### config.mk
export PLATFORM = sky130hd
export DESIGN_NAME = glt_back
export DESIGN_NICKNAME = d
export VERILOG_FILES = /design/src/hw/rtl/glt_pkg.sv /design/src/hw/rtl/glt_back.sv
export SDC_FILE = /design/constraint.sdc
export NUM_CORES = 1
export LEC_CHECK = 0
export ABC_AREA = 1
export BUFFER_PORTS_ARGS = -buffer_cell sky130_fd_sc_hd__clkbuf_2
export CORE_ASPECT_RATIO = 0.75
export CORE_MARGIN = 1.5
export CORE_UTILIZATION = 45
export DETAILED_ROUTE_END_ITERATION = 12
export MAX_ROUTING_LAYER = met4
export PLACE_DENSITY = 0.7
export REMOVE_ABC_BUFFERS = 1
export SYNTH_ARGS = -nofsm -noshare
export SYNTH_HDL_FRONTEND = slang
export SYNTH_SLANG_ARGS = --single-unit
### constraint.sdc
create_clock -name aclk -period 8.5 [get_ports aclk]
set_clock_uncertainty 0.1 [all_clocks]
set_input_delay 0.425 -clock aclk [delete_from_list [all_inputs] [get_ports aclk]]
set_output_delay 0.425 -clock aclk [all_outputs]
set_load 0.02 [all_outputs]
### src/hw/rtl/glt_pkg.sv
// shared types and constants for the golay L thinning pass
// job record between front and back, queue status, mask tables, register indexes
// no dependencies
package glt_pkg;

    localparam int PIX_W     = 8;
    localparam int COORD_W   = 10;
    localparam int COUNT_W   = 20;
    localparam int CFG_W     = 11;
    localparam int MASK_W    = 3;
    localparam int CFG_IDX_W = 2;
    localparam int RES_N     = 3;

    localparam int Q_DEPTH = 4;
    localparam int Q_PTR_W = 2;
    localparam int Q_CNT_W = 3;

    localparam logic [PIX_W-1:0]   RIDGE_LIMIT = 8'd128;
    localparam logic [PIX_W-1:0]   CLEARED     = 8'd255;
    localparam logic [COUNT_W-1:0] COUNT_MAX   = '1;
    localparam logic [CFG_W-1:0]   SIZE_RESET  = 11'd1024;

    typedef logic [CFG_IDX_W-1:0] cfg_idx_t;
    localparam cfg_idx_t CFG_IMAGE_WIDTH  = 2'd0;
    localparam cfg_idx_t CFG_IMAGE_HEIGHT = 2'd1;
    localparam cfg_idx_t CFG_MASK_SELECT  = 2'd2;

    // result slots of one job, in emission order
    localparam int RES_CENTRE = 0;   // pixel left-above the input
    localparam int RES_RIGHT  = 1;   // pixel above the input at row end
    localparam int RES_BELOW  = 2;   // the input itself on the last row

    typedef struct packed {
        logic [RES_N-1:0]   present;
        logic               removed;
        logic [PIX_W-1:0]   pix_centre;
        logic [PIX_W-1:0]   pix_right;
        logic [PIX_W-1:0]   pix_new;
        logic [COORD_W-1:0] col;
        logic [COORD_W-1:0] row;
        logic [COUNT_W-1:0] count;
        logic               frame_end;
    } glt_job_t;

    typedef struct packed {
        logic [Q_CNT_W-1:0] count;
        logic               head_valid;
    } glt_q_status_t;

    // bit 3*row+col of the 3x3 window, row 0 on top
    function automatic logic [8:0] care_bits(input logic [MASK_W-1:0] sel);
        logic [8:0] b;
        case (sel)
            3'd0:    b = 9'h1D7;
            3'd1:    b = 9'h0BE;
            3'd2:    b = 9'h17D;
            3'd3:    b = 9'h1BA;
            3'd4:    b = 9'h1D7;
            3'd5:    b = 9'h0FA;
            3'd6:    b = 9'h17D;
            3'd7:    b = 9'h0BB;
            default: b = 9'h1D7;
        endcase
        return b;
    endfunction

    function automatic logic [8:0] want_bits(input logic [MASK_W-1:0] sel);
        logic [8:0] b;
        case (sel)
            3'd0:    b = 9'h1D0;
            3'd1:    b = 9'h098;
            3'd2:    b = 9'h059;
            3'd3:    b = 9'h01A;
            3'd4:    b = 9'h017;
            3'd5:    b = 9'h032;
            3'd6:    b = 9'h134;
            3'd7:    b = 9'h0B0;
            default: b = 9'h1D0;
        endcase
        return b;
    endfunction

endpackage

### src/hw/rtl/glt_back.sv
// back end: splits each job into its result words and drives the output register
// depends on glt_pkg
module glt_back import glt_pkg::*; (
    input  logic               aclk,
    input  logic               aresetn,
    input  glt_job_t           head_job,
    input  glt_q_status_t      q_status,
    output logic               pop,
    output logic               m_valid,
    input  logic               m_ready,
    output logic [PIX_W-1:0]   m_pixel_out,
    output logic [COORD_W-1:0] m_col,
    output logic [COORD_W-1:0] m_row_index,
    output logic               m_removed,
    output logic [COUNT_W-1:0] m_removed_total,
    output logic               m_frame_done
);

    glt_job_t         cur_reg;
    logic [RES_N-1:0] pend_reg;

    logic               m_valid_reg, m_valid_next;
    logic [PIX_W-1:0]   pix_reg, pix_next;
    logic [COORD_W-1:0] col_reg, col_next;
    logic [COORD_W-1:0] row_reg, row_next;
    logic               rem_reg, rem_next;
    logic [COUNT_W-1:0] total_reg;
    logic               done_reg, done_next;

    glt_job_t         src;
    logic [RES_N-1:0] src_mask, pick, remain;
    logic             out_free, emit;

    always_comb begin
        if (pend_reg != '0) begin
            src      = cur_reg;
            src_mask = pend_reg;
        end else begin
            src      = head_job;
            src_mask = q_status.head_valid ? head_job.present : '0;
        end
        pick     = src_mask & (~src_mask + RES_N'(1));   // lowest pending slot
        remain   = src_mask & ~pick;
        out_free = !m_valid_reg || m_ready;
        emit     = out_free && (src_mask != '0);
        pop      = emit && (pend_reg == '0);

        pix_next  = src.pix_new;
        col_next  = src.col;
        row_next  = src.row;
        rem_next  = 1'b0;
        if (pick[RES_CENTRE]) begin
            pix_next = src.pix_centre;
            col_next = src.col - COORD_W'(1);
            row_next = src.row - COORD_W'(1);
            rem_next = src.removed;
        end else if (pick[RES_RIGHT]) begin
            pix_next = src.pix_right;
            row_next = src.row - COORD_W'(1);
        end
        done_next = src.frame_end && (remain == '0);

        m_valid_next = emit ? 1'b1 : (m_ready ? 1'b0 : m_valid_reg);
    end

    always_ff @(posedge aclk) begin
        if (!aresetn) begin
            pend_reg    <= '0;
            m_valid_reg <= 1'b0;
        end else begin
            m_valid_reg <= m_valid_next;
            if (emit) begin
                pend_reg <= remain;
            end
        end
    end

    always_ff @(posedge aclk) begin
        if (emit) begin
            cur_reg   <= src;
            pix_reg   <= pix_next;
            col_reg   <= col_next;
            row_reg   <= row_next;
            rem_reg   <= rem_next;
            total_reg <= src.count;
            done_reg  <= done_next;
        end
    end

    assign m_valid         = m_valid_reg;
    assign m_pixel_out     = pix_reg;
    assign m_col           = col_reg;
    assign m_row_index     = row_reg;
    assign m_removed       = rem_reg;
    assign m_removed_total = total_reg;
    assign m_frame_done    = done_reg;

endmodule

* Word level (Yosys, flattened, before mapping) *
Cells that the tools add are included.

operators by class
  add/subtract/negate cells = 3
  mux-type cells = 10
  bitwise logic cells = 5
  reductions and logical operators = 11

operators with widths
  operator                                             count
  2-to-1 mux 66 bit                                    1
  2-to-1 mux 10 bit                                    3
  subtractor 10 x 1 -> 10 bit (second input constant)  2
  2-to-1 mux 8 bit                                     2
  AND 3 bit                                            2
  zero test 3 bit                                      2
  2-to-1 mux 3 bit                                     2
  NOT 3 bit                                            2
  nonzero test 3 bit                                   2
  adder 3 x 1 -> 3 bit (second input constant)         1
  logical AND 1 bit                                    3
  2-to-1 mux 1 bit                                     2
  AND reduction 2 bit                                  1
  nonzero test 2 bit                                   1
  zero test 1 bit                                      1
  logical OR 1 bit                                     1
  NOT 1 bit                                            1

word-level totals
  register bits after elaboration = 100
  input bits = 76
  output and inout port bits = 52
  logic and storage cells = 44

* Logic depth before layout (Yosys ltp) *
Gate-level depths: netlist of the first run.

  depth after elaboration = 9
  depth in mapped cells = 11
  gate-level depth less buffers = 11

* Worst setup path after synthesis of the first run *
Ideal clock, no wire load.

  path type = flip-flop to flip-flop
  start point = reg pend_reg[2]
  end point = reg cur_reg[0] (netlist name) (enable)
  library setup time = 431 ps
  arrival time = 2422 ps
  data required time = 7969 ps
  slack = 5548 ps
  cell stages (with the launch flop) = 7
  path buffers = 1
  clock period less this slack = 2952 ps
  cell sequence = dfxtp_1 -> nor2_4 -> buf_6 -> nand2_4 -> nand3_4 -> o21ai_2 -> inv_1

on the way
  word-level cells in the longest chain between the ends = 4

ends and longest elaborated chain
  what                    RTL line        RTL
  start, declared         glt_back.sv:20  logic [RES_N-1:0] pend_reg;
  start signal, assigned  glt_back.sv:73  pend_reg <= remain;
  nonzero test 3 bit      glt_back.sv:35  if (pend_reg != '0) begin
  2-to-1 mux 3 bit (*)    glt_back.sv:35
  nonzero test 3 bit (*)  glt_back.sv:45  emit = out_free && (src_mask != '0);
  logical AND 1 bit (*)   glt_back.sv:45
  via emit                glt_back.sv:32  logic out_free, emit;
  end signal, assigned    glt_back.sv:80  cur_reg <= src;
  end, declared           glt_back.sv:19  glt_job_t cur_reg;

The timed path passes the listed nets; every way through them passes the cells marked *.
A chain may end at the register's enable or synchronous reset.

* Worst setup path after layout of the first run *
  start point = reg pend_reg[2]
  end point = out pop

on the way
  word-level cells in the longest chain between the ends = 5
  elaborated cells on any way between the ends = 6
  classes of those cells = mux (1); reduce/logical (5)

ends and longest elaborated chain
  what                   RTL line        RTL
  nonzero test 3 bit     glt_back.sv:35
  2-to-1 mux 3 bit       glt_back.sv:35
  nonzero test 3 bit     glt_back.sv:45
  logical AND 1 bit      glt_back.sv:45
  logical AND 1 bit (*)  glt_back.sv:46  pop = emit && (pend_reg == '0);
  end, declared          glt_back.sv:8   output logic pop,

Mark *: on every way between the ends. The rest lies on a longest branch, timed or not.

==> results of run 1 <==
==> final cells by class <==
type	count	area [um2]
timing repair buffer	127	643.1
inverter	80	300.3
fill	941	4647
clock buffer	10	229.0
clock inverter	5	102.6
sequential	99	2943
tap	136	170.2
multi-input combinational	282	1335
==> through the flow <==
stage	instances	setup slack, ns	total power, uW	cell area (um2)	util
floorplan	461	5.011	847.8	4576	-
global placement	724	5.342	933.5	5391	0.5199
detailed placement	724	5.312	942.5	5391	0.5199
CTS	739	5.063	1398	5723	0.5519
global route	739	4.819	1455	5723	0.5519
finish	739	5.093	1385	5723	0.5519
==> metal layers <==
metal | vias to the layer above | global-route usage | share of wire
met5 | - | - | 0
met4 | 0 | 0.03876 | 0.0069
met3 | 11 | 0.05480 | 0.060
met2 | 122 | 0.2896 | 0.45
met1 | 1549 | 0.2372 | 0.48
li1 | 1748 | - | -
==> worst max path at each step <==
stage	start	end	slack (ns)	depth (start not counted)
final	pend_reg[2]	pop	5.09	7
after global routing	pend_reg[2]	pop	4.82	7
after CTS	pend_reg[2]	pop	5.06	7
after detailed placement	pend_reg[2]	cur_reg[59]	5.31	7
after global placement	pend_reg[2]	cur_reg[51]	5.34	7
after floorplan	pend_reg[2]	cur_reg[0]	5.01	5
==> worst max-delay path, stage by stage (launching register included) <==
cell and delay, ns:
dfxtp_1 0.35, nor2_4 0.11, buf_4 0.51, nand2_4 0.19
nand3_4 0.16, o21ai_2 0.11, nor2_2 0.73, clkbuf_2 0.31
==> power groups by stage <==
stage                     sequential (uW)  combinational [uW]  clock, uW
after floorplan                       724                 124          0
after global placement                669                 264          0
after detailed placement              673                 270          0
after CTS                             663                 271        463
after global routing                  670                 299        486
final                                 663                 268        455
==> cells by family (layout without fill, tap and decap cells) <==
logic type	Yosys count	count (layout)	share of synthesized area
xor gates and xnor gates	7	7	0.01272
adders and majority gates	2	2	0.005191
and+or+nand+nor	246	246	0.2238
buffers and inverters	113	222	0.1129
DFF	99	99	0.6106
AOI/OAI and AO/OA	27	27	0.03479
==> Yosys cell counts <==
cell,instances
o21ai_1,1
buf_4,24
o21ai_0,14
nand2_1,166
nand3_4,1
or2_1,1
nand3_1,20
o21ai_2,8
xnor2_1,2
nand2_4,3
nand3b_1,2
a21oi_1,3
buf_6,3
nand2_2,7
and2_1,1
or2_2,3
nor2_2,2
a21boi_0,1
ha_1,2
nand4_1,3
inv_2,1
xor2_1,5
buf_2,6
inv_1,79
nand3_2,1
dfxtp_1,3
nor2_4,5
nor2_1,31
edfxtp_1,96
==> out/metrics.csv, run 1 <==
metric,value,unit
status,"finished, final reports clean",
layout_commonest_cell,nand2_1,
sw_frac_of_total,0.2750,
hpwl,6468,um
postCtsSetupRepairBufs,0,
htreeDepth,3,
via_count,3430,
avgRoutedWirePerCell,12.84,um
cts.path.max_buffers,2,
r2r_end,cur_reg[57],
power.share.sequential,0.478,
yosysTopAreaCellShare,0.5981,
yosysUniqueCellTypes,29,
path_clk_slew,0.06,ns
cts_buffers,9,
grt_overflow,0,
ant_nets,0,
finalSetupTns,0,ns
finalSetupViolCount,0,
die_x,122.5,um
r2r_setup_slack,5.31,ns
hold_viol,0,
initial_core_util,0.4648,
clock_sinks,99,
p_leak,0.002774,uW
startpoint_type,register,
dieArea,11350,um2
p_per_area,242.1,nW/um2
layout-drive-gt1-share,0.2886,
power_switching,380.9,uW
rows,32,
clockPowerShare,0.328,
reg2reg_from,pend_reg[2],
grt_max_degree,60,
rsz0062_at_grt,no,
largest_register_ffs,46,
core,10370,um2
worst_pin_slew,0.9399,ns
diodes,0,
root_buffer,clkbuf_16,
maxCapViolCount,0,
crit_fanout,59,
post_cts_resized,0,
synth-seq-cells,99,
viasPerCell,4.641,
yosysSeqAreaShare,0.6106,
whs_path_depth,3,
gr-usage-all-layers,0.1838,
drv_slew,0,
cts_tree,built,
wirelength,9489,um
yosysTopAreaCell,edfxtp_1,
min_period,3.407,ns
nNetsFinal,677,
fp.dieH,92.63,um
combPwrFrac,0.193,
hold_start,aresetn,
crit_type,reg2out,
slew_headroom,0.3728,
fmax,293.5,MHz
grt_pass1_vias,3300,
gp_congestion,0.7856,
drt_first_pass_iters,4,
antenna_found_initial,0,
drc_errors,0,
hold_path.class,in2reg,
ys_top_cells_by_area,"edfxtp_1 60%, nand2_1 13%, inv_1 6.2%, buf_4 3.7%, nor2_1 2.4%",
holdPathEnd,m_valid,
syn_area,4820,um2
final_cell_mix,"166 x nand2_1, 124 x clkbuf_2, 96 x edfxtp_1, 78 x inv_1, 30 x nor2_1",
drt_iter0_markers,230,
cp.required,7.98,ns
r2r_cells,7,
yosysWarnings,0,
hold_ws,0.2454,ns
irDropWorstVdd,0.1144,mV
syn_inst,494,
ios,128,
grt_pass1_wl,15630,um
area_delta_synth_final,18.74,%
intPower,1004,uW
avgSynthCellArea,9.756,um2
io_buffers,124,
fin_crit_sh,0.4009,
clk_latency,0.34,ns
postCtsHoldBufs,0,
crit_arrival,2.88,ns
endpoint_kind,primary output,
No activity file was read; power rests on OpenSTA's default activity.
==> run 2: changes to the inputs <==
- clock period: 8.5 -> 3.6 ns (I/O delays scaled with it)
==> out/metrics.csv, run 2 (synthesis gave the netlist of run 1 again) <==
metric,value,unit
hpwl,6729,um
drv_slew,0,
status,"finished, final reports clean",
slew_headroom,0.5453,
layout_commonest_cell,nand2_1,
dp_cells,727,
fin_ws,1.081,ns
crit_fanout,20,
num-fill-cells,928,
final_cell_count_no_fill,744,
maxCapViolCount,0,
drt_iter0_markers,229,
drt_first_pass_iters,4,
r2r_end,m_row_index[4],
crit_arrival,2.51,ns
die_x,122.5,um
gp_congestion,0.7834,
pre_cts_ws,1.096,ns
hold_start,head_job[44],
critical_path.max_stage_delay,0.44,ns
crit_type,reg2reg,
hold_viol,0,
cts_buffers,9,
rows,32,
cp.required,3.59,ns
startpoint_type,register,
final_cell_area,5739,um2
p_leak,0.002779,uW
ant_nets,0,
whs_path_depth,3,
avgRoutedWirePerCell,12.91,um
rsz0062_at_grt,no,
wirelength,9603,um
drc_errors,0,
grt_pass1_vias,3260,
hold_ws,0.03101,ns
hold_path.class,in2reg,
clock_sinks,99,
fin_crit_sh,0.6997,
area_delta_synth_final,19.08,%
slowest_stage,nor2_4,
fmax,397.0,MHz
layout-drive-gt1-share,0.2928,
cts.path.max_buffers,2,
grt_overflow,0,
endpoint_kind,register,
viasPerCell,4.626,
clk_latency,0.34,ns
ios,128,
core,10370,um2
io_buffers,124,
cpLargestDelayFamily,simple AND/OR/NAND/NOR gates,
via_count,3442,
holdPathEnd,cur_reg[44],
grt_pass1_wl,15150,um
path_cells,nor2_4 -> buf_4 -> nand2_2 -> o21ai_2 -> ha_1 -> nand3_1 -> nor2_2 -> nand2_1 -> xor2_1,
irDropWorstVdd,0.3055,mV
nNetsFinal,681,
worst_pin_slew,0.6815,ns
final_cell_mix,"166 x nand2_1, 124 x clkbuf_2, 96 x edfxtp_1, 78 x inv_1, 30 x nor2_1",
finalSetupViolCount,0,
fp.dieH,92.63,um
dieArea,11350,um2
r2r_cells,9,
gr-usage-all-layers,0.1780,
critPathLaunch,pend_reg[2],
p_per_area,553.7,nW/um2
antenna_found_initial,0,
initial_core_util,0.4648,
min_period,2.519,ns
diodes,0,
root_buffer,clkbuf_16,
path_buf_inv,1,
cts_tree,built,
largest_register_ffs,46,
finalSetupTns,0,ns
htreeDepth,3,
grt_max_degree,60,
path_clk_slew,0.07,ns
r2r_setup_slack,1.08,ns
place_area,5426,um2
reg2reg_from,pend_reg[2],
## run 2: cell type report
type | count | area (um2) | share of cell area
Clock buffer | 9 | 225.2 | 0.03924
Clock inverter | 7 | 77.57 | 0.01352
Inverter | 80 | 300.3 | 0.05232
Multi-Input combinational cell | 282 | 1335 | 0.2326
Sequential cell | 99 | 2943 | 0.5128
Tap cell | 136 | 170.2 | 0.02965
Timing Repair Buffer | 131 | 688.2 | 0.1199
## run 2: report_power, final
part,internal [uW],total (uW),switching [uW]
Clock,543,970,427
Sequential,1510,1560,53.6
Combinational,198,646,448
## run 2: routing by layer
layer / GRT usage / routed length, um / vias to the layer above
li1: - / - / 1758
met4: 0.03779 / 61 / 0
met3: 0.04926 / 773 / 6
met1: 0.2265 / 4385 / 1554
met5: - / 0 / -
met2: 0.2868 / 4382 / 124
## run 2: how the worst max path moves through the flow
| stage | end | slack (ns) | cells after the start |
|---|---|---|---|
| after global placement | m_row_index[4] | 1.15 | 9 |
| after CTS | m_row_index[8] | 1.08 | 10 |
| after detailed placement | m_row_index[8] | 1.10 | 10 |
| final | m_row_index[4] | 1.08 | 9 |
| after global routing | m_row_index[8] | 0.88 | 10 |
| after floorplan | cur_reg[0] | 0.11 | 5 |
## run 2: timing repair
action                                 CTS  global route
buffers inserted                         0             0
endpoints found under the hold margin    1             0
gates resized for setup                  0             0
hold buffers                             1             0
## run 2: stage by stage
step | power (uW) | util
floorplan | 2002 | -
global placement | 2214 | 0.5233
detailed placement | 2238 | 0.5233
CTS | 3206 | 0.5535
global route | 3333 | 0.5535
finish | 3178 | 0.5535
## run 2: worst reg2reg max path: cells and delay by family (launching register included)
kind,cells,cell delay [ns]
AO/OA/AOI/OAI,1,0.12
buffers and inverters,1,0.35
XOR/XNOR,1,0.15
flip-flops,1,0.36
adder cells (fa/ha/maj),1,0.21
AND/OR/NAND/NOR,5,0.99
