## src/hw/rtl/glt_pkg.sv

```systemverilog
// shared types and constants for the golay L thinning pass
// job record between front and back, queue status, mask tables, register indexes
// no dependencies
package glt_pkg;

    localparam int PIX_W     = 8;
    localparam int COORD_W   = 10;
    localparam int COUNT_W   = 20;
    localparam int CFG_W     = 11;
    localparam int MASK_W    = 3;
    localparam int CFG_IDX_W = 2;
    localparam int RES_N     = 3;

    localparam int Q_DEPTH = 4;
    localparam int Q_PTR_W = 2;
    localparam int Q_CNT_W = 3;

    localparam logic [PIX_W-1:0]   RIDGE_LIMIT = 8'd128;
    localparam logic [PIX_W-1:0]   CLEARED     = 8'd255;
    localparam logic [COUNT_W-1:0] COUNT_MAX   = '1;
    localparam logic [CFG_W-1:0]   SIZE_RESET  = 11'd1024;

    typedef logic [CFG_IDX_W-1:0] cfg_idx_t;
    localparam cfg_idx_t CFG_IMAGE_WIDTH  = 2'd0;
    localparam cfg_idx_t CFG_IMAGE_HEIGHT = 2'd1;
    localparam cfg_idx_t CFG_MASK_SELECT  = 2'd2;

    // result slots of one job, in emission order
    localparam int RES_CENTRE = 0;   // pixel left-above the input
    localparam int RES_RIGHT  = 1;   // pixel above the input at row end
    localparam int RES_BELOW  = 2;   // the input itself on the last row

    typedef struct packed {
        logic [RES_N-1:0]   present;
        logic               removed;
        logic [PIX_W-1:0]   pix_centre;
        logic [PIX_W-1:0]   pix_right;
        logic [PIX_W-1:0]   pix_new;
        logic [COORD_W-1:0] col;
        logic [COORD_W-1:0] row;
        logic [COUNT_W-1:0] count;
        logic               frame_end;
    } glt_job_t;

    typedef struct packed {
        logic [Q_CNT_W-1:0] count;
        logic               head_valid;
    } glt_q_status_t;

    // bit 3*row+col of the 3x3 window, row 0 on top
    function automatic logic [8:0] care_bits(input logic [MASK_W-1:0] sel);
        logic [8:0] b;
        case (sel)
            3'd0:    b = 9'h1D7;
            3'd1:    b = 9'h0BE;
            3'd2:    b = 9'h17D;
            3'd3:    b = 9'h1BA;
            3'd4:    b = 9'h1D7;
            3'd5:    b = 9'h0FA;
            3'd6:    b = 9'h17D;
            3'd7:    b = 9'h0BB;
            default: b = 9'h1D7;
        endcase
        return b;
    endfunction

    function automatic logic [8:0] want_bits(input logic [MASK_W-1:0] sel);
        logic [8:0] b;
        case (sel)
            3'd0:    b = 9'h1D0;
            3'd1:    b = 9'h098;
            3'd2:    b = 9'h059;
            3'd3:    b = 9'h01A;
            3'd4:    b = 9'h017;
            3'd5:    b = 9'h032;
            3'd6:    b = 9'h134;
            3'd7:    b = 9'h0B0;
            default: b = 9'h1D0;
        endcase
        return b;
    endfunction

endpackage

```

## src/hw/rtl/glt_queue.sv

```systemverilog
// short job queue between front and back
// depends on glt_pkg
module glt_queue import glt_pkg::*; (
    input  logic          aclk,
    input  logic          aresetn,
    input  logic          push,
    input  glt_job_t      push_job,
    input  logic          pop,
    output glt_job_t      head_job,
    output glt_q_status_t status
);

    glt_job_t           slots_reg [Q_DEPTH];
    logic [Q_PTR_W-1:0] wr_ptr_reg, rd_ptr_reg;
    logic [Q_CNT_W-1:0] count_reg, count_next;
    logic               do_pop;

    // front never pushes into a full queue, it holds credit for that
    assign do_pop     = pop && (count_reg != '0);
    assign count_next = count_reg + Q_CNT_W'(push) - Q_CNT_W'(do_pop);

    always_ff @(posedge aclk) begin
        if (!aresetn) begin
            wr_ptr_reg <= '0;
            rd_ptr_reg <= '0;
            count_reg  <= '0;
        end else begin
            if (push) begin
                wr_ptr_reg <= wr_ptr_reg + Q_PTR_W'(1);
            end
            if (do_pop) begin
                rd_ptr_reg <= rd_ptr_reg + Q_PTR_W'(1);
            end
            count_reg <= count_next;
        end
    end

    always_ff @(posedge aclk) begin
        if (push) begin
            slots_reg[wr_ptr_reg] <= push_job;
        end
    end

    assign head_job          = slots_reg[rd_ptr_reg];
    assign status.count      = count_reg;
    assign status.head_valid = count_reg != '0;

endmodule

```

## config.mk

```make
export PLATFORM = sky130hd
export DESIGN_NAME = glt_queue
export DESIGN_NICKNAME = d
export VERILOG_FILES = /design/src/hw/rtl/glt_pkg.sv /design/src/hw/rtl/glt_queue.sv
export SDC_FILE = /design/constraint.sdc
export NUM_CORES = 1
export LEC_CHECK = 0
export BUFFER_PORTS_ARGS = -buffer_cell sky130_fd_sc_hd__clkbuf_2
export CORE_ASPECT_RATIO = 1.4
export CORE_MARGIN = 1
export CORE_UTILIZATION = 55
export DETAILED_ROUTE_END_ITERATION = 7
export PLACE_DENSITY = 0.78
export SLEW_MARGIN = 30
export SYNTH_ARGS = -nofsm -noshare
export SYNTH_HDL_FRONTEND = slang
export SYNTH_SLANG_ARGS = --single-unit
```

## constraint.sdc

```tcl
create_clock -name aclk -period 3.6 [get_ports aclk]
set_clock_uncertainty 0.2 [all_clocks]
set_input_delay 0.18 -clock aclk [delete_from_list [all_inputs] [get_ports aclk]]
set_output_delay 0.18 -clock aclk [all_outputs]
set_load 0.02 [all_outputs]
```

Word level (Yosys, flattened, before mapping). Memories as Yosys holds them, arrays and structs flattened. A register that Yosys moved wholly into a read port is not among the register bits. Index checks and enable logic that the tools add are counted.

Divide/modulo/power cells: 0. Add/subtract/negate cells: 4. Bitwise gates (word level): 0. Equal/unequal tests: 0. Muxes and demuxes: 4. Shift-type cells: 0. Reduce and logical (&&, ||, !) cells: 2. $mul: 0. Order comparisons: 0.

Operators with widths (number): adder 2 x 1 -> 2 bit (second input constant) (2); two-way mux 2 bit (2); adder 3 x 1 -> 3 bit (1); nonzero test 3 bit (1); subtractor 3 x 1 -> 3 bit (1); two-way mux 1 bit (2); logical AND 1 bit (1).

Memory bits (writable): 276. Logic and storage cells: 14. Bits in read-only memories: 0. Memories: 1. Bits in latches: 0. Bits in registers: 7.

Memories: slots_reg (words 4, width 69, read ports 1, clocked after memory_dff 1, write ports 1, RTL line glt_queue.sv:13) `glt_job_t slots_reg [Q_DEPTH];`.

Longest topological paths before layout. Gate-level depths: netlist of the first run.

Depth after elaboration: 4. Gate-level depth with buffers: 7. Mapped depth without buffers: 7.

Worst setup path after synthesis of the first run. No wires, ideal clock.

Kind: register -> register. Start point: reg wr_ptr_reg[0]. End point: mem slots_reg[0][0] (netlist bit), enable pin. Slack: 0.808 ns. Data arrival time: 2.158 ns. Required time: 2.966 ns. Stages on the path, launching flop included: 4. Setup time: 0.434 ns. Path through: dfxtp_1 > inv_1 > ha_1 > and2_1.

RTL lines: start: declaration (RTL line glt_queue.sv:14) `logic [Q_PTR_W-1:0] wr_ptr_reg, rd_ptr_reg;`; start signal: assignment (RTL line glt_queue.sv:29) `wr_ptr_reg <= wr_ptr_reg + Q_PTR_W'(1);`; end: declaration (RTL line glt_queue.sv:13).

No word-level cell before the write port.

==> results.toml, run 1 <==
[timing]
timing.setup.tns_ns = 0
fin_ws_ns = 0.8402
final_min_period_ns = 2.760
worst_pin_slew_ns = 0.5400
relSlewSlack_pct = 64.00
hold_violations = 0
layout_worst_path_cycle_share_pct = 76.66
grt_setup_unrepaired = "no"
clock.fmax_mhz = 362.3
slew_viol_final = 0
report.final.setup_viol = 0

[synth]
synth_cell_type_count = 21
netlist_area_sq_mm = 0.01043
synthesis.yosys.warnings = 0
ys_top_cells_by_area = "edfxtp_1, mux4_2, dfxtp_1, ha_1, and2_1"
share_of_synthesized_area_occupied_by_flip_flops_and_latches_pct = 81.16
synth.top_cells.by_count = "edfxtp_1, mux4_2, dfxtp_1, and2_1"
synth_ff_type = "edfxtp_1"
synth-edff-count = 276
synthArstFlopShare_pct = 0
synthDominantAreaCellType = "edfxtp_1"
postSynthNetCount = 485
synthesis.area_per_instance_sq_um = 25.76
synthDominantCellAreaShare_pct = 79.43
ys_seq_elements = 285
post-synth-top-count-cell = "edfxtp_1"
synth_cells = 405

[cts]
cts_root_buf = "clkbuf_16"
clock_path_buffers = 3
cts-resized-gates = 0
clock-sinks = 285
clkLatencyLatePin_ns = 0.52
clock_tree_from_tritoncts = "yes"
worst_setup_hold_path_clk_slew_ns = 0.06
clock_tree.htree_level_count = 1
cts_buf_count = 25

[cells_and_area]
utilization_pct = 70.76
share_of_final_layout_standard_cells_stronger_than_drive_strength_1_pct = 40.63
synthToLayoutAreaGrowth_pct = 26.15
final_cell_area_sq_mm = 0.01316
largest_register_ff_count = 276
final_net_count = 723

[global_route]
overflow = 0
grt_antenna_before_repair = 1
via_count_of_the_first_global_routing_pass = 5265
pin_count_of_the_biggest_net_entering_global_routing = 70
global_route.usage.total_pct = 19.57
grt_pass1_wl_mm = 28.52

[floorplanning]
design.die.area_sq_mm = 0.01953
io-pin-count = 146
fp.dieH_um = 165.0
coreArea_sq_mm = 0.01860
die_width_um = 118.4
row_count = 59
initial_core_util_pct = 56.09

[power]
total_leakage_power_nw = 4.551
power_density_mw_per_mm2 = 639.3
power_mw = 8.415
vdd_drop_max_uv = 577.7

[setup_path]
worst_setup_path_start_kind = "register"
worst_path_max_delay_cell = "dfxtp_4"
critical_path.max_stage_delay_ns = 0.63
crit_fanout = 21
cp_data_required_time_ns = 3.22
path_class = "register to output pin"
endpoint_type_of_the_worst_setup_path = "output pin"
worstPathArrival_ns = 2.38
path_cells = "buf_4 -> mux4_2 -> clkbuf_2"

[routing]
drt-total-wl_mm = 18.61
top_layer = "met4"
drtIter0Drc = 313
routed-wl-met2_mm = 9.917
wl_met1_mm = 7.265
drc_errors = 0
ant_nets = 0
router_iterations_before_antenna_repair = 6
via_count = 4926
wl_met3_um = 818
post_drt_via_cell_ratio = 5.431
detail_route.wl_per_cell_um = 20.52

[place]
io_buffer_count = 145
postPlaceCellArea_sq_mm = 0.01152
place.gp.congestion = 0.7430
placement.setup.worst_slack_ns = 1.344
detailed_place_hpwl_mm = 10.85

[run]
cap_violations = 0

[status]
run_status = "complete, no violations"

[worst_hold_path]
hold_class = "primary input to register"
## timing repair
action,CTS,global route
hold buffers,73,0
hold endpoints to repair,285,0
buffers inserted,0,0
## area by class of cell
type                    instances  area (sq um)
flip-flops and latches        285          8476
fillers                      1137          5440
multi-input cells              98          1831
repair buffers                227          1639
clock buffers                  32         681.9
well taps                     244         305.3
clock inverters                14         205.2
inverters                       6         22.52
diodes                          1         2.502
## routing by layer
layer  global-route usage (%)  vias up
met1                    23.87     2541
met3                    3.211       37
met4                    7.940        0
li1                         -     2206
met2                    35.08      142
met5                        0        -
## placed cells by master, fill, tap and decap left out, drive strengths merged
master / instances
mux2i: 4
xnor3: 1
diode: 1
nor2b: 1
o311ai: 1
inv: 7
and2: 8
nand2: 2
clkinv: 6
or3: 1
dlygate4sd3: 73
o31a: 1
clkinvlp: 2
dfxtp: 9
clkbuf: 177
mux4: 69
buf: 9
edfxtp: 276
nand2b: 2
fa: 1
ha: 6
bufinv: 5
xor2: 1
## power breakdown
group	internal, mW	switching, mW
clock network	1.70	1.11
logic	0.774	0.875
registers	3.83	0.131
## metrics by stage
stage / std cells / hold slack, ns
2_1_floorplan: 405 / 0.07887
3_3_place_gp: 780 / 0.1920
5_1_grt: 907 / 0.2105
4_1_cts: 905 / 0.2017
6_report: 907 / 0.2158
3_5_place_dp: 786 / 0.1982
## final timing paths
kind | start | to | slack, ns | cells after the start
worst max register to register | count_reg[1] | count_reg[2] | 1.36 | 7
worst min register to register | rd_ptr_reg[1] | register | 0.28 | 2
worst min-delay path | push_job[24] | slots_reg[3][24] | 0.22 | 2
worst max-delay path | register | head_job[5] | 0.84 | 3
## kinds of logic (layout without fill, tap and decap cells)
group / after synthesis / count (layout) / synth area share [%]
AND/OR/NAND/NOR: 14 / 14 / 0.7916
XOR/XNOR: 2 / 2 / 0.2998
buffers and inverters: 22 / 279 / 1.391
multiplexers: 73 / 73 / 15.28
other: 0 / 1 / 0
flip-flops: 285 / 285 / 81.16
adder cells (fa/ha/maj): 7 / 7 / 0.9114
AO/OA/AOI/OAI: 2 / 2 / 0.1679
## critical path, delay by kind of cell (launching register included)
family / cells / cell delay [ns]
buffers and inverters: 2 / 0.62
muxes: 1 / 0.60
DFF: 1 / 0.63
(Power assumes the default switching activity.)
==> run 2: changes to the inputs <==
--- a/config.mk
+++ b/config.mk
@@ -5,6 +5,7 @@
 export SDC_FILE = /design/constraint.sdc
 export NUM_CORES = 1
 export LEC_CHECK = 0
+export ABC_AREA = 1
 export BUFFER_PORTS_ARGS = -buffer_cell sky130_fd_sc_hd__clkbuf_2
 export CORE_ASPECT_RATIO = 1.4
 export CORE_MARGIN = 1
==> constraint.sdc (replaced) <==
create_clock -name aclk -period 2.61 [get_ports aclk]
set_clock_uncertainty 0.2 [all_clocks]
set_input_delay 0.1305 -clock aclk [delete_from_list [all_inputs] [get_ports aclk]]
set_output_delay 0.1305 -clock aclk [all_outputs]
set_load 0.02 [all_outputs]
==> run 2 against run 1 <==
Effect of this change: clock power increased by 28%; sequential cell count is the same; worst setup slack worse by 0.72 ns; clock-buffer cell count decreased by 2; combinational power rose by 73%; synthesized cell count grew 80%; sequential share of layout area shrank 0.068 points; wire length increased by 19%; global-route usage increased by 2.5 points; final cell count rose by 33%; power up 41%; critical endpoint is now head_job[2]; highest routed layer unchanged.
==> results.toml, run 2 <==
[setup_path]
ff2ff_path_depth = 9
reg2reg_to = "count_reg[2]"
crit_fanout = 90
critical_path.max_stage_delay_ns = 0.56
critical_path.n_buffers_inverters = 2
cp_data_required_time_ns = 2.28
ff2ff_setup_slack_ns = 0.50
path_cells = "buf_12 -> o21ai_0 -> o22ai_1 -> clkbuf_2"
worst_setup_path_start_kind = "register"
worst_path_max_delay_cell = "dfxtp_4"
path_class = "register to output pin"
endpoint_type_of_the_worst_setup_path = "output pin"
worstReg2RegStart = "count_reg[1]"
worstPathArrival_ns = 2.16
largest_delay_share_family_worst_path = "flip-flops"

[place]
io_buffer_count = 145
place.gp.congestion = 0.7279
placement.setup.worst_slack_ns = 0.6325
detailed_place_hpwl_mm = 11.88

[synth]
netlist_area_sq_mm = 0.01069
synth-edff-count = 276
synth_cell_type_count = 21
synth_cells = 727
share_of_synthesized_area_occupied_by_flip_flops_and_latches_pct = 79.19
synthDominantAreaCellType = "edfxtp_1"
synth_ff_type = "edfxtp_1"
postSynthNetCount = 807
synthesis.yosys.warnings = 0
synthDominantCellAreaShare_pct = 77.51
ys_seq_elements = 285
post-synth-top-count-cell = "edfxtp_1"
synthesis.area_per_instance_sq_um = 14.71
synthArstFlopShare_pct = 0
synth.top_cells.by_count = "edfxtp_1, nor2_1, o21ai_0, o22ai_1, o21ai_1"
ys_top_cells_by_area = "edfxtp_1, nor2_1, o21ai_0, o22ai_1, o21ai_1"

[timing]
layout_worst_path_cycle_share_pct = 95.42
slew_viol_final = 0
final_min_period_ns = 2.491
clock.fmax_mhz = 401.5
worst_pin_slew_ns = 0.5087
report.final.setup_viol = 0
fin_ws_ns = 0.1194
timing.setup.tns_ns = 0
relSlewSlack_pct = 66.09
grt_setup_unrepaired = "no"
final.hold.worst_slack_ns = 0.1894
hold_violations = 0

[global_route]
grt_pass1_wl_mm = 34.04
overflow = 0
global_route.usage.total_pct = 22.06
met3_usage_pct = 3.699
grt.busiest_layer = "met2"
pin_count_of_the_biggest_net_entering_global_routing = 91
grt_antenna_before_repair = 0
use_met2_pct = 39.21
via_count_of_the_first_global_routing_pass = 6723
groute.layer.met1.usage_pct = 27.35

[floorplanning]
fp.dieH_um = 167.0
initial_core_util_pct = 55.86
coreArea_sq_mm = 0.01914
design.die.area_sq_mm = 0.02001
row_count = 60
die_width_um = 119.8
io-pin-count = 146

[cells_and_area]
filler_cell_count = 1255
most-common-layout-cells = "edfxtp_1, clkbuf_2, nor2_1, o21ai_0, dlygate4sd3_1"
utilization_pct = 68.81
number_of_diodes = 0
share_of_final_layout_standard_cells_stronger_than_drive_strength_1_pct = 20.90
layout_commonest_cell = "edfxtp_1"
synthToLayoutAreaGrowth_pct = 23.19
final_net_count = 1021
largest_register_ff_count = 276

[cts]
clock_path_buffers = 3
cts_buf_count = 25
cts_root_buf = "clkbuf_16"
clkLatencyLatePin_ns = 0.50
clock_tree_from_tritoncts = "yes"
worst_setup_hold_path_clk_slew_ns = 0.06
clock_tree.htree_level_count = 1
clock-sinks = 285

[routing]
drt-total-wl_mm = 22.23
ant_nets = 0
via_count = 6791
detail_route.wl_per_cell_um = 18.44
drc_errors = 0
drtIter0Drc = 537
post_drt_via_cell_ratio = 5.636
router_iterations_before_antenna_repair = 5

[power]
total_leakage_power_nw = 4.745
vdd_drop_max_uv = 859.7
power_density_mw_per_mm2 = 898.1

[worst_hold_path]
worst_hold_path_depth = 2
worstHoldEndpoint = "slots_reg[2][18]"
worstHoldStart = "push_job[18]"
hold_class = "primary input to register"

[run]
cap_violations = 0

[status]
run_status = "complete, no violations"
## run 2: cell count changes in the layout (fill, tap and decap cells not counted), sizes merged, moves of 2 or more
cell    change
nor2      +143
mux2i       -4
nand2      +12
nand3       +2
a21oi       +5
and2        -8
clkbuf      -2
o21ai     +140
clkinv      +4
buf         +5
inv         +8
o22ai      +69
mux4       -69
nand2b      -2
## run 2: area by class of cell
type                            count  area [sq um]  share of cell area [%]
Clock inverter                     13         161.4                   1.225
Tap cell                          248         310.3                   2.356
Inverter                           17         68.82                  0.5224
Clock buffer                       30         644.4                   4.892
Multi-Input combinational cell    381          1859                   14.11
Timing Repair Buffer              231          1655                   12.57
Sequential cell                   285          8473                   64.32
## run 2: kinds of logic (layout without fill, tap and decap cells)
family / Yosys count / in the layout / share of synthesized area [%]
buf+inv: 61 / 291 / 3.417
flops: 285 / 285 / 79.19
fa+ha+maj: 7 / 7 / 0.8893
compound gates: 215 / 215 / 10.89
simple gates: 159 / 159 / 5.605
## run 2: where the power goes
part | internal [mW] | leakage, nW | switching, mW
Clock | 2.14 | 0.390 | 1.47
Sequential | 5.25 | 2.61 | 0.110
Combinational | 0.894 | 1.74 | 1.96
## run 2: worst max-delay path by stage
stage                             start               to  slack, ns  depth (start not counted)
after CTS                      register      head_job[2]       0.11                          4
after detailed placement       register      head_job[2]       0.63                          4
after global routing           register      head_job[2]       0.03                          4
after global placement         register     head_job[28]       0.69                          4
final                          register      head_job[2]       0.12                          4
after floorplan           wr_ptr_reg[0]  slots_reg[2][0]       0.06                          4
## run 2: metrics by stage
step / cell area, sq um / power (mW) / cells
6_report: 13170 / 11.83 / 1205
5_1_grt: 13170 / 12.31 / 1205
2_1_floorplan: 10690 / 7.325 / 727
4_1_cts: 13170 / 11.85 / 1205
3_3_place_gp: 11640 / 8.119 / 1090
3_5_place_dp: 11640 / 8.178 / 1090
## run 2: per-layer routing
layer / up-vias / share of wire (%) / wire length, um
met5: - / 0 / 0
met1: 3314 / 39 / 8609
li1: 3163 / - / -
met3: 41 / 6.7 / 1491
met2: 273 / 53 / 11680
met4: 0 / 2.0 / 445
## run 2: worst reg2reg max path, cell delays in order, from the launching register on
cell and delay (ns):
dfxtp_1 0.35, nor2_1 0.17, a21boi_0 0.12, ha_1 0.29, inv_1 0.04, ha_1 0.19
fa_1 0.40, nand3_1 0.12, nand2_1 0.08, nor2_1 0.09
## run 2: what timing repair did
item,in CTS,in global routing
hold buffers,72,0
setup endpoints to repair,0,1
endpoints found under the hold margin,285,0
resized for setup,0,1
buffers inserted,0,0
